File: config.mk
export PLATFORM = sky130hd
export DESIGN_NAME = bmsi_regs
export DESIGN_NICKNAME = d
export VERILOG_FILES = /design/src/rtl/core/bmsi_pkg.sv /design/src/rtl/core/bmsi_regs.sv
export SDC_FILE = /design/constraint.sdc
export NUM_CORES = 1
export LEC_CHECK = 0
export ABC_AREA = 0
export ABC_CLOCK_PERIOD_IN_PS = 4200
export BUFFER_PORTS_ARGS = -buffer_cell sky130_fd_sc_hd__buf_2
export CAP_MARGIN = 30
export CORE_MARGIN = 1
export CORE_UTILIZATION = 35
export CTS_BUF_LIST = sky130_fd_sc_hd__clkbuf_8
export DETAILED_ROUTE_END_ITERATION = 8
export MAX_ROUTING_LAYER = met4
export PLACE_DENSITY = 0.52
export SKIP_CTS_REPAIR_TIMING = 1
export SYNTH_ARGS = -nofsm -noshare
export SYNTH_HDL_FRONTEND = slang
export SYNTH_SLANG_ARGS = --single-unit
File: constraint.sdc
create_clock -name clk -period 4.2 [get_ports clk]
set_input_delay 0.42 -clock clk [delete_from_list [all_inputs] [get_ports clk]]
set_output_delay 0.42 -clock clk [all_outputs]
set_load 0.03 [all_outputs]
File: src/rtl/core/bmsi_pkg.sv
// Shared types, codes and constants for the banked mapper with scanline IRQ.
// No dependencies; every other file of the block but bmsi_ram uses this package.
package bmsi_pkg;

  // Work RAM size in bytes (power of two, 2048 to 8192)
  localparam int RAM_BYTES = 8192;
  localparam int RAM_AW    = $clog2(RAM_BYTES);

  localparam int CMD_W  = 3;
  localparam int ADDR_W = 16;
  localparam int DATA_W = 8;
  localparam int OFS_W  = 19;
  localparam int KIND_W = 2;
  localparam int BANKS_W = 6;
  localparam logic [BANKS_W-1:0] BANKS_RESET = 6'd2;

  // item commands
  localparam logic [CMD_W-1:0] CMD_CPU_RD  = 3'd0;
  localparam logic [CMD_W-1:0] CMD_CPU_WR  = 3'd1;
  localparam logic [CMD_W-1:0] CMD_PPU_RD  = 3'd2;
  localparam logic [CMD_W-1:0] CMD_TICK    = 3'd3;
  localparam logic [CMD_W-1:0] CMD_IRQ_ACK = 3'd4;

  // result target kinds
  localparam logic [KIND_W-1:0] KIND_PRG  = 2'd0;
  localparam logic [KIND_W-1:0] KIND_CHR  = 2'd1;
  localparam logic [KIND_W-1:0] KIND_RAM  = 2'd2;
  localparam logic [KIND_W-1:0] KIND_NONE = 2'd3;

  // register window, from addr[14:13]
  localparam logic [1:0] WIN_BANK   = 2'd0;
  localparam logic [1:0] WIN_MIRROR = 2'd1;
  localparam logic [1:0] WIN_RELOAD = 2'd2;
  localparam logic [1:0] WIN_IRQ    = 2'd3;

  typedef struct packed {
    logic              handled;
    logic [KIND_W-1:0] target_kind;
    logic [OFS_W-1:0]  rom_offset;
    logic              irq_line;
    logic              mirror_mode;
  } result_t;

  typedef struct packed {
    logic              rd;
    logic              wr;
    logic [RAM_AW-1:0] addr;
    logic [DATA_W-1:0] wdata;
  } ram_req_t;

endpackage

File: src/rtl/core/bmsi_regs.sv
// Mapper register file, bank mapping and scanline counter.
// Depends on bmsi_pkg; state updates on each accepted item.
module bmsi_regs (
  input  logic                          clk,
  input  logic                          rst,
  input  logic                          accept,
  input  logic [bmsi_pkg::CMD_W-1:0]    cmd,
  input  logic [bmsi_pkg::ADDR_W-1:0]   addr,
  input  logic [bmsi_pkg::DATA_W-1:0]   data,
  input  logic [bmsi_pkg::BANKS_W-1:0]  prg_banks,
  output bmsi_pkg::result_t             res,
  output bmsi_pkg::ram_req_t            ram_req
);
  import bmsi_pkg::*;

  logic [7:0] bank_regs [8];
  logic [2:0] select_index;
  logic       prg_swap_mode;
  logic       chr_invert_mode;
  logic       mirror_bit;
  logic [7:0] line_reload;
  logic [7:0] line_counter;
  logic       irq_enabled;
  logic       irq_pending;

  logic [7:0] line_counter_next;
  logic       irq_enabled_next;
  logic       irq_pending_next;
  logic       mirror_bit_next;

  logic       cpu_rd, cpu_wr, ppu_rd, is_prg, is_ram, reg_wr, odd;
  logic [5:0] last_bank, second_bank, prg_bank;
  logic [2:0] slot;
  logic [7:0] chr_bank, chr_reg;
  logic [7:0] tick_count;

  assign cpu_rd = (cmd == CMD_CPU_RD);
  assign cpu_wr = (cmd == CMD_CPU_WR);
  assign ppu_rd = (cmd == CMD_PPU_RD);
  assign is_prg = addr[15];
  assign is_ram = (addr[15:13] == 3'b011);
  assign reg_wr = cpu_wr && is_prg;
  assign odd    = addr[0];

  // program windows
  assign last_bank   = {prg_banks[4:0], 1'b0} - 6'd1;
  assign second_bank = {prg_banks[4:0], 1'b0} - 6'd2;

  always_comb begin
    unique case (addr[14:13])
      2'd0:    prg_bank = prg_swap_mode ? second_bank : bank_regs[6][5:0];
      2'd1:    prg_bank = bank_regs[7][5:0];
      2'd2:    prg_bank = prg_swap_mode ? bank_regs[6][5:0] : second_bank;
      default: prg_bank = last_bank;
    endcase
  end

  // character windows: two 2 KiB pairs and four 1 KiB slots, halves swapped by chr_invert_mode
  assign slot = addr[12:10] ^ {chr_invert_mode, 2'b00};
  assign chr_reg = slot[2] ? bank_regs[{1'b0, slot[1:0]} + 3'd2] : bank_regs[{2'b00, slot[1]}];
  assign chr_bank = slot[2] ? chr_reg : {chr_reg[7:1], slot[0]};

  assign tick_count = (line_counter == 8'd0) ? line_reload : line_counter - 8'd1;

  always_comb begin
    line_counter_next = line_counter;
    irq_enabled_next  = irq_enabled;
    irq_pending_next  = irq_pending;
    mirror_bit_next   = mirror_bit;
    if (reg_wr) begin
      unique case (addr[14:13])
        WIN_MIRROR: if (!odd) mirror_bit_next = data[0];
        WIN_RELOAD: if (odd) line_counter_next = 8'd0;
        WIN_IRQ: begin
          if (odd) begin
            irq_enabled_next = 1'b1;
          end else begin
            irq_enabled_next = 1'b0;
            irq_pending_next = 1'b0;
          end
        end
        default: ;
      endcase
    end else if (cmd == CMD_TICK) begin
      line_counter_next = tick_count;
      if (tick_count == 8'd0 && irq_enabled) irq_pending_next = 1'b1;
    end else if (cmd == CMD_IRQ_ACK) begin
      irq_pending_next = 1'b0;
    end
  end

  always_comb begin
    res.handled     = 1'b0;
    res.target_kind = KIND_NONE;
    res.rom_offset  = '0;
    res.irq_line    = irq_pending_next;
    res.mirror_mode = mirror_bit_next;
    if (cpu_rd && is_prg) begin
      res.handled     = 1'b1;
      res.target_kind = KIND_PRG;
      res.rom_offset  = {prg_bank, addr[12:0]};
    end else if ((cpu_rd || cpu_wr) && is_ram) begin
      res.handled     = 1'b1;
      res.target_kind = KIND_RAM;
    end else if (ppu_rd && addr[15:13] == 3'b000) begin
      res.handled     = 1'b1;
      res.target_kind = KIND_CHR;
      res.rom_offset  = {1'b0, chr_bank, addr[9:0]};
    end
  end

  assign ram_req.rd    = cpu_rd && is_ram;
  assign ram_req.wr    = cpu_wr && is_ram;
  assign ram_req.addr  = addr[RAM_AW-1:0];
  assign ram_req.wdata = data;

  always_ff @(posedge clk) begin
    if (rst) begin
      for (int i = 0; i < 8; i++) bank_regs[i] <= 8'd0;
      select_index    <= 3'd0;
      prg_swap_mode   <= 1'b0;
      chr_invert_mode <= 1'b0;
      mirror_bit      <= 1'b1;
      line_reload     <= 8'd0;
      line_counter    <= 8'd0;
      irq_enabled     <= 1'b0;
      irq_pending     <= 1'b0;
    end else if (accept) begin
      line_counter <= line_counter_next;
      irq_enabled  <= irq_enabled_next;
      irq_pending  <= irq_pending_next;
      mirror_bit   <= mirror_bit_next;
      if (reg_wr && addr[14:13] == WIN_BANK) begin
        if (odd) begin
          bank_regs[select_index] <= data;
        end else begin
          select_index    <= data[2:0];
          prg_swap_mode   <= data[6];
          chr_invert_mode <= data[7];
        end
      end
      if (reg_wr && addr[14:13] == WIN_RELOAD && !odd) line_reload <= data;
    end
  end

endmodule

==> impl_metrics.csv <==
group,metric,value,unit
run_status,outcome,"finished, final reports clean",
placement,placement.io_buffers,81,
synthesis,postSynthRegisterBits,82,
worst_setup_path,critical_path.cell_chain,"inv_1, ha_1, nor4b_1, nand3_1, a221oi_1, nand4_1, o21ai_1, buf_2",
detailed_routing,route.top_layer_used,"met4",
detailed_routing,met3RoutedLength,380,microns
detailed_routing,drcViolationCount,0,
timing,finalCriticalPeriod,3.18,ns
final_layout,multi_input_comb_area,0.00212,sq mm
timing,rsz0062_at_grt,"no",
synthesis,total_nets_after_synthesis,495,
worst_setup_path,crit_path_max_incr_delay,0.67,ns
worst_setup_path,critPathLaunch,"line_counter[0]$_SDFFE_PP0P_",
cts,clkSinkCount,82,
detailed_routing,drt-vias-per-instance,4.99,
timing,period_share,75.7,%
cts,clkSlewWorstSetupHoldPaths,0.08,ns
synthesis,area_share_of_the_largest_cell_type_after_synthesis,37.5,%
worst_setup_path,critical_path_arrival,2.76,ns
timing,fin_setup_tns,0,ns
synthesis,post_synth_num_cell_types,57,
worst_hold_path,holdPathStages,2,
grt,groute.usage.overall,18.3,%
cts,clock_latency,0.36,ns
cts,root_buffer,"sky130_fd_sc_hd__clkbuf_8",
die,io_pins,83,
placement,place.gp.congestion,0.868,
final_layout,final_core_util,41.1,%
worst_setup_path,regToRegStartpoint,"line_counter[0]$_SDFFE_PP0P_",
synthesis,proportion_of_register_bits_with_asynchronous_set_or_reset_after_synthesis,0,%
synthesis,post_synth_inst_count,456,
power_and_ir_drop,power.density,326,mW/mm^2
final_layout,nNetsFinal,547,
cts,cts_tree,"built",
worst_setup_path,worst_path_dominant_cell_family,"simple AND/OR/NAND/NOR gates",
worst_setup_path,crit_path_top_delay_cell,"sky130_fd_sc_hd__nor4b_1",
grt,first_global_vias,3266,
cts,clk_path_buf_depth,2,
die,height_of_the_chip,117,microns
detailed_routing,wirelength_met1,5270,microns
die,floorplan.die_area,0.0137,sq mm
detailed_routing,first_pass_iters,4,
synthesis,avgSynthCellArea,10.2,sq um
synthesis,main_synth_ff_type,"sky130_fd_sc_hd__edfxtp_1",
cts,clock_buffer_count_from_cts,9,
power_and_ir_drop,vdd.ir_drop.worst,0.000134,V
synthesis,synth-seq-area-share,47.9,%
worst_setup_path,timing.setup.critical_path_class,"reg -> out",
worst_setup_path,cp.required,3.78,ns
worst_setup_path,critPathLaunchType,"register",
die,placeableCoreArea,0.0128,sq mm
die,floorplan.die.width,117,microns
grt,grt_first_pass_wirelength,17800,microns
timing,worst-slew-pin-transition,0.892,ns
worst_setup_path,cp-end-kind,"primary output",
detailed_routing,antenna_violating_nets_post_route,0,
worst_setup_path,worst_r2r_path_depth,7,
timing,setup_viol,0,
grt,gr-total-overflow,0,
placement,placed_cell_areas,0.00503,sq mm
worst_setup_path,timing.critical_path.fanout_max,6,
timing,achievable-frequency,315,MHz
synthesis,synthesis.yosys.warnings,0,
timing,report.final.hold_viol_count,0,
detailed_routing,route.vias.total,3415,
final_layout,regArea,0.00222,sq mm
synthesis,synth_edf_count,58,
die,placement_rows,41,
final_layout,fillers,1294,
final_layout,antenna_cells_inserted,0,
detailed_routing,dr.first_iter.drc_count,153,
grt,pin_count_of_the_biggest_net_entering_global_routing,35,
cts,cts.htree.levels,3,
timing,max-slew-margin-rel,40.2,%
die,initial_core_util,36.4,%
synthesis,post_synth_main_area_contributors,"sky130_fd_sc_hd__edfxtp_1 (38%), sky130_fd_sc_hd__dfxtp_1 (10%), sky130_fd_sc_hd__and2_1 (7.9%)",
grt,antenna_violations_before_repair,0,
detailed_routing,wl_per_cell,16.6,microns
detailed_routing,postRouteWirelength,11400,microns
final_layout,summed_area_of_non_filler_cells_in_the_final_layout,0.00525,sq mm
final_layout,finish.cell_count_without_fillers,685,
worst_hold_path,hold_path.class,"in -> reg",
final_layout,final_layout_size_suffix_gt1_share,23.6,%
detailed_routing,route.met2.wl,5500,microns
placement,hpwl,8170,microns
worst_setup_path,r2r_slack,1.94,ns
power_and_ir_drop,total_leakage_power,2.05,nW
worst_setup_path,r2r_end,"line_counter[4]$_SDFFE_PP0P_",
timing,fin_skew,0.00817,ns
final_layout,flow.area_growth_from_synthesis,13.0,%
synthesis,yosys.area.top_type,"sky130_fd_sc_hd__edfxtp_1",
placement,numPlacedInstances,669,
synthesis,synth.cell_area,0.00464,sq mm
worst_hold_path,hold_path_startpoint,"accept",
worst_hold_path,holdPathEnd,"mirror_bit$_SDFFE_PP1P_",
run,max_cap_viol_count,0,
timing,finalMaxSlewViolations,0,
worst_setup_path,critPathBufInv,2,
==> metal layers <==
| metal | global-route usage (%) | up-vias |
|---|---|---|
| li1 | - | 1707 |
| met3 | 2.68 | 15 |
| met4 | 6.58 | 0 |
| met2 | 29.4 | 64 |
| met5 | - | - |
| met1 | 23.5 | 1629 |
==> sequential cells by signal (all words and copies together), names as in the netlist <==
register	count
mirror_bit	1
chr_invert_mode	1
irq_pending	1
line_counter	8
prg_swap_mode	1
line_reload	8
irq_enabled	1
select_index	3
bank_regs	58
==> cell families (layout without fill, tap and decap cells) <==
logic type	after synthesis	in the layout	synth area share, %
multiplexers	35	35	9.46
AO/OA/AOI/OAI	79	79	10.5
adder cells (fa/ha/maj)	3	3	0.808
AND/OR/NAND/NOR	194	194	23.5
XOR/XNOR	6	6	1.13
flip-flops	82	82	47.9
buffers and inverters	57	114	6.71
==> worst reg2reg max path, stage by stage, from the launching register on <==
cell and delay [ns]:
sky130_fd_sc_hd__dfxtp_1 0.36, sky130_fd_sc_hd__inv_1 0.10, sky130_fd_sc_hd__ha_1 0.19, sky130_fd_sc_hd__nor4b_1 0.67
sky130_fd_sc_hd__nand2_1 0.36, sky130_fd_sc_hd__a31o_2 0.33, sky130_fd_sc_hd__nand2_1 0.07, sky130_fd_sc_hd__a21oi_1 0.06
==> cells in the final DEF (no fill, tap or decap), types with 2 or more instances in the layout <==
| master | count |
|---|---|
| sky130_fd_sc_hd__mux2i_1 | 27 |
| sky130_fd_sc_hd__or2_2 | 8 |
| sky130_fd_sc_hd__bufinv_16 | 2 |
| sky130_fd_sc_hd__ha_1 | 3 |
| sky130_fd_sc_hd__or3_1 | 2 |
| sky130_fd_sc_hd__a2bb2oi_1 | 3 |
| sky130_fd_sc_hd__o22ai_1 | 7 |
| sky130_fd_sc_hd__nor3b_1 | 3 |
| sky130_fd_sc_hd__and2_1 | 59 |
| sky130_fd_sc_hd__clkbuf_8 | 9 |
| sky130_fd_sc_hd__a21oi_1 | 26 |
| sky130_fd_sc_hd__nand3_1 | 6 |
| sky130_fd_sc_hd__buf_2 | 81 |
| sky130_fd_sc_hd__nand2_1 | 22 |
| sky130_fd_sc_hd__or4_1 | 4 |
| sky130_fd_sc_hd__clkinv_1 | 3 |
| sky130_fd_sc_hd__nor4b_1 | 2 |
| sky130_fd_sc_hd__nor3_1 | 7 |
| sky130_fd_sc_hd__nor4_4 | 2 |
| sky130_fd_sc_hd__o21ai_0 | 20 |
| sky130_fd_sc_hd__a211o_1 | 2 |
| sky130_fd_sc_hd__inv_1 | 14 |
| sky130_fd_sc_hd__a211oi_1 | 3 |
| sky130_fd_sc_hd__o21ai_1 | 2 |
| sky130_fd_sc_hd__o211ai_1 | 3 |
| sky130_fd_sc_hd__mux4_2 | 7 |
| sky130_fd_sc_hd__buf_4 | 2 |
| sky130_fd_sc_hd__xnor2_1 | 2 |
| sky130_fd_sc_hd__dfxtp_1 | 24 |
| sky130_fd_sc_hd__nor2_1 | 47 |
| sky130_fd_sc_hd__edfxtp_1 | 58 |
| sky130_fd_sc_hd__xor2_1 | 4 |
| sky130_fd_sc_hd__o31ai_1 | 2 |
| sky130_fd_sc_hd__nand2b_1 | 6 |
| sky130_fd_sc_hd__nor2b_1 | 16 |
==> layout make-up <==
type,count,area share [%]
clock buffer,9,2.36
clock inverter,7,1.76
inverter,15,1.07
multi-input combinational,317,40.3
sequential,82,42.4
tap,172,4.10
timing repair buffer,83,8.01
==> where the power goes <==
group	switching (mW)	total, mW	internal (mW)
Combinational	0.129	0.191	0.0619
Clock	0.297	0.631	0.334
Sequential	0.00694	0.889	0.882
Total	0.433	1.71	1.28
==> worst max path at each step <==
stage	end	slack (ns)	cells past startpoint
after floorplan	res[1]	1.83	8
after global placement	res[1]	1.60	8
after detailed placement	res[1]	1.48	8
after CTS	res[1]	1.06	8
after global routing	res[1]	0.72	8
final	res[1]	1.02	8
==> metrics by stage <==
step	power, mW	worst slack (ns)	hold WS (ns)
after global routing	1.79	0.723	0.326
after detailed placement	1.10	1.48	0.481
final	1.71	1.02	0.333
after floorplan	1.04	1.83	0.453
after global placement	1.10	1.60	0.473
after CTS	1.73	1.06	0.314
==> cells in the mapped netlist (2+ instances only) <==
| cell | count |
|---|---|
| sky130_fd_sc_hd__and2_1 | 59 |
| sky130_fd_sc_hd__edfxtp_1 | 58 |
| sky130_fd_sc_hd__nor2_1 | 47 |
| sky130_fd_sc_hd__mux2i_1 | 27 |
| sky130_fd_sc_hd__a21oi_1 | 26 |
| sky130_fd_sc_hd__dfxtp_1 | 24 |
| sky130_fd_sc_hd__buf_4 | 23 |
| sky130_fd_sc_hd__nand2_1 | 22 |
| sky130_fd_sc_hd__o21ai_0 | 20 |
| sky130_fd_sc_hd__nor2b_1 | 16 |
| sky130_fd_sc_hd__clkbuf_1 | 14 |
| sky130_fd_sc_hd__inv_1 | 14 |
| sky130_fd_sc_hd__or2_2 | 8 |
| sky130_fd_sc_hd__mux4_2 | 7 |
| sky130_fd_sc_hd__nor3_1 | 7 |
| sky130_fd_sc_hd__o22ai_1 | 7 |
| sky130_fd_sc_hd__nand2b_1 | 6 |
| sky130_fd_sc_hd__nand3_1 | 6 |
| sky130_fd_sc_hd__or4_1 | 4 |
| sky130_fd_sc_hd__xor2_1 | 4 |
| sky130_fd_sc_hd__a211oi_1 | 3 |
| sky130_fd_sc_hd__a2bb2oi_1 | 3 |
| sky130_fd_sc_hd__buf_2 | 3 |
| sky130_fd_sc_hd__ha_1 | 3 |
| sky130_fd_sc_hd__nor3b_1 | 3 |
| sky130_fd_sc_hd__nor4b_1 | 3 |
| sky130_fd_sc_hd__o211ai_1 | 3 |
| sky130_fd_sc_hd__a211o_1 | 2 |
| sky130_fd_sc_hd__nor4_4 | 2 |
| sky130_fd_sc_hd__o21ai_1 | 2 |
| sky130_fd_sc_hd__o31ai_1 | 2 |
| sky130_fd_sc_hd__or3_1 | 2 |
| sky130_fd_sc_hd__xnor2_1 | 2 |
No activity file was read; power rests on OpenSTA's default activity.
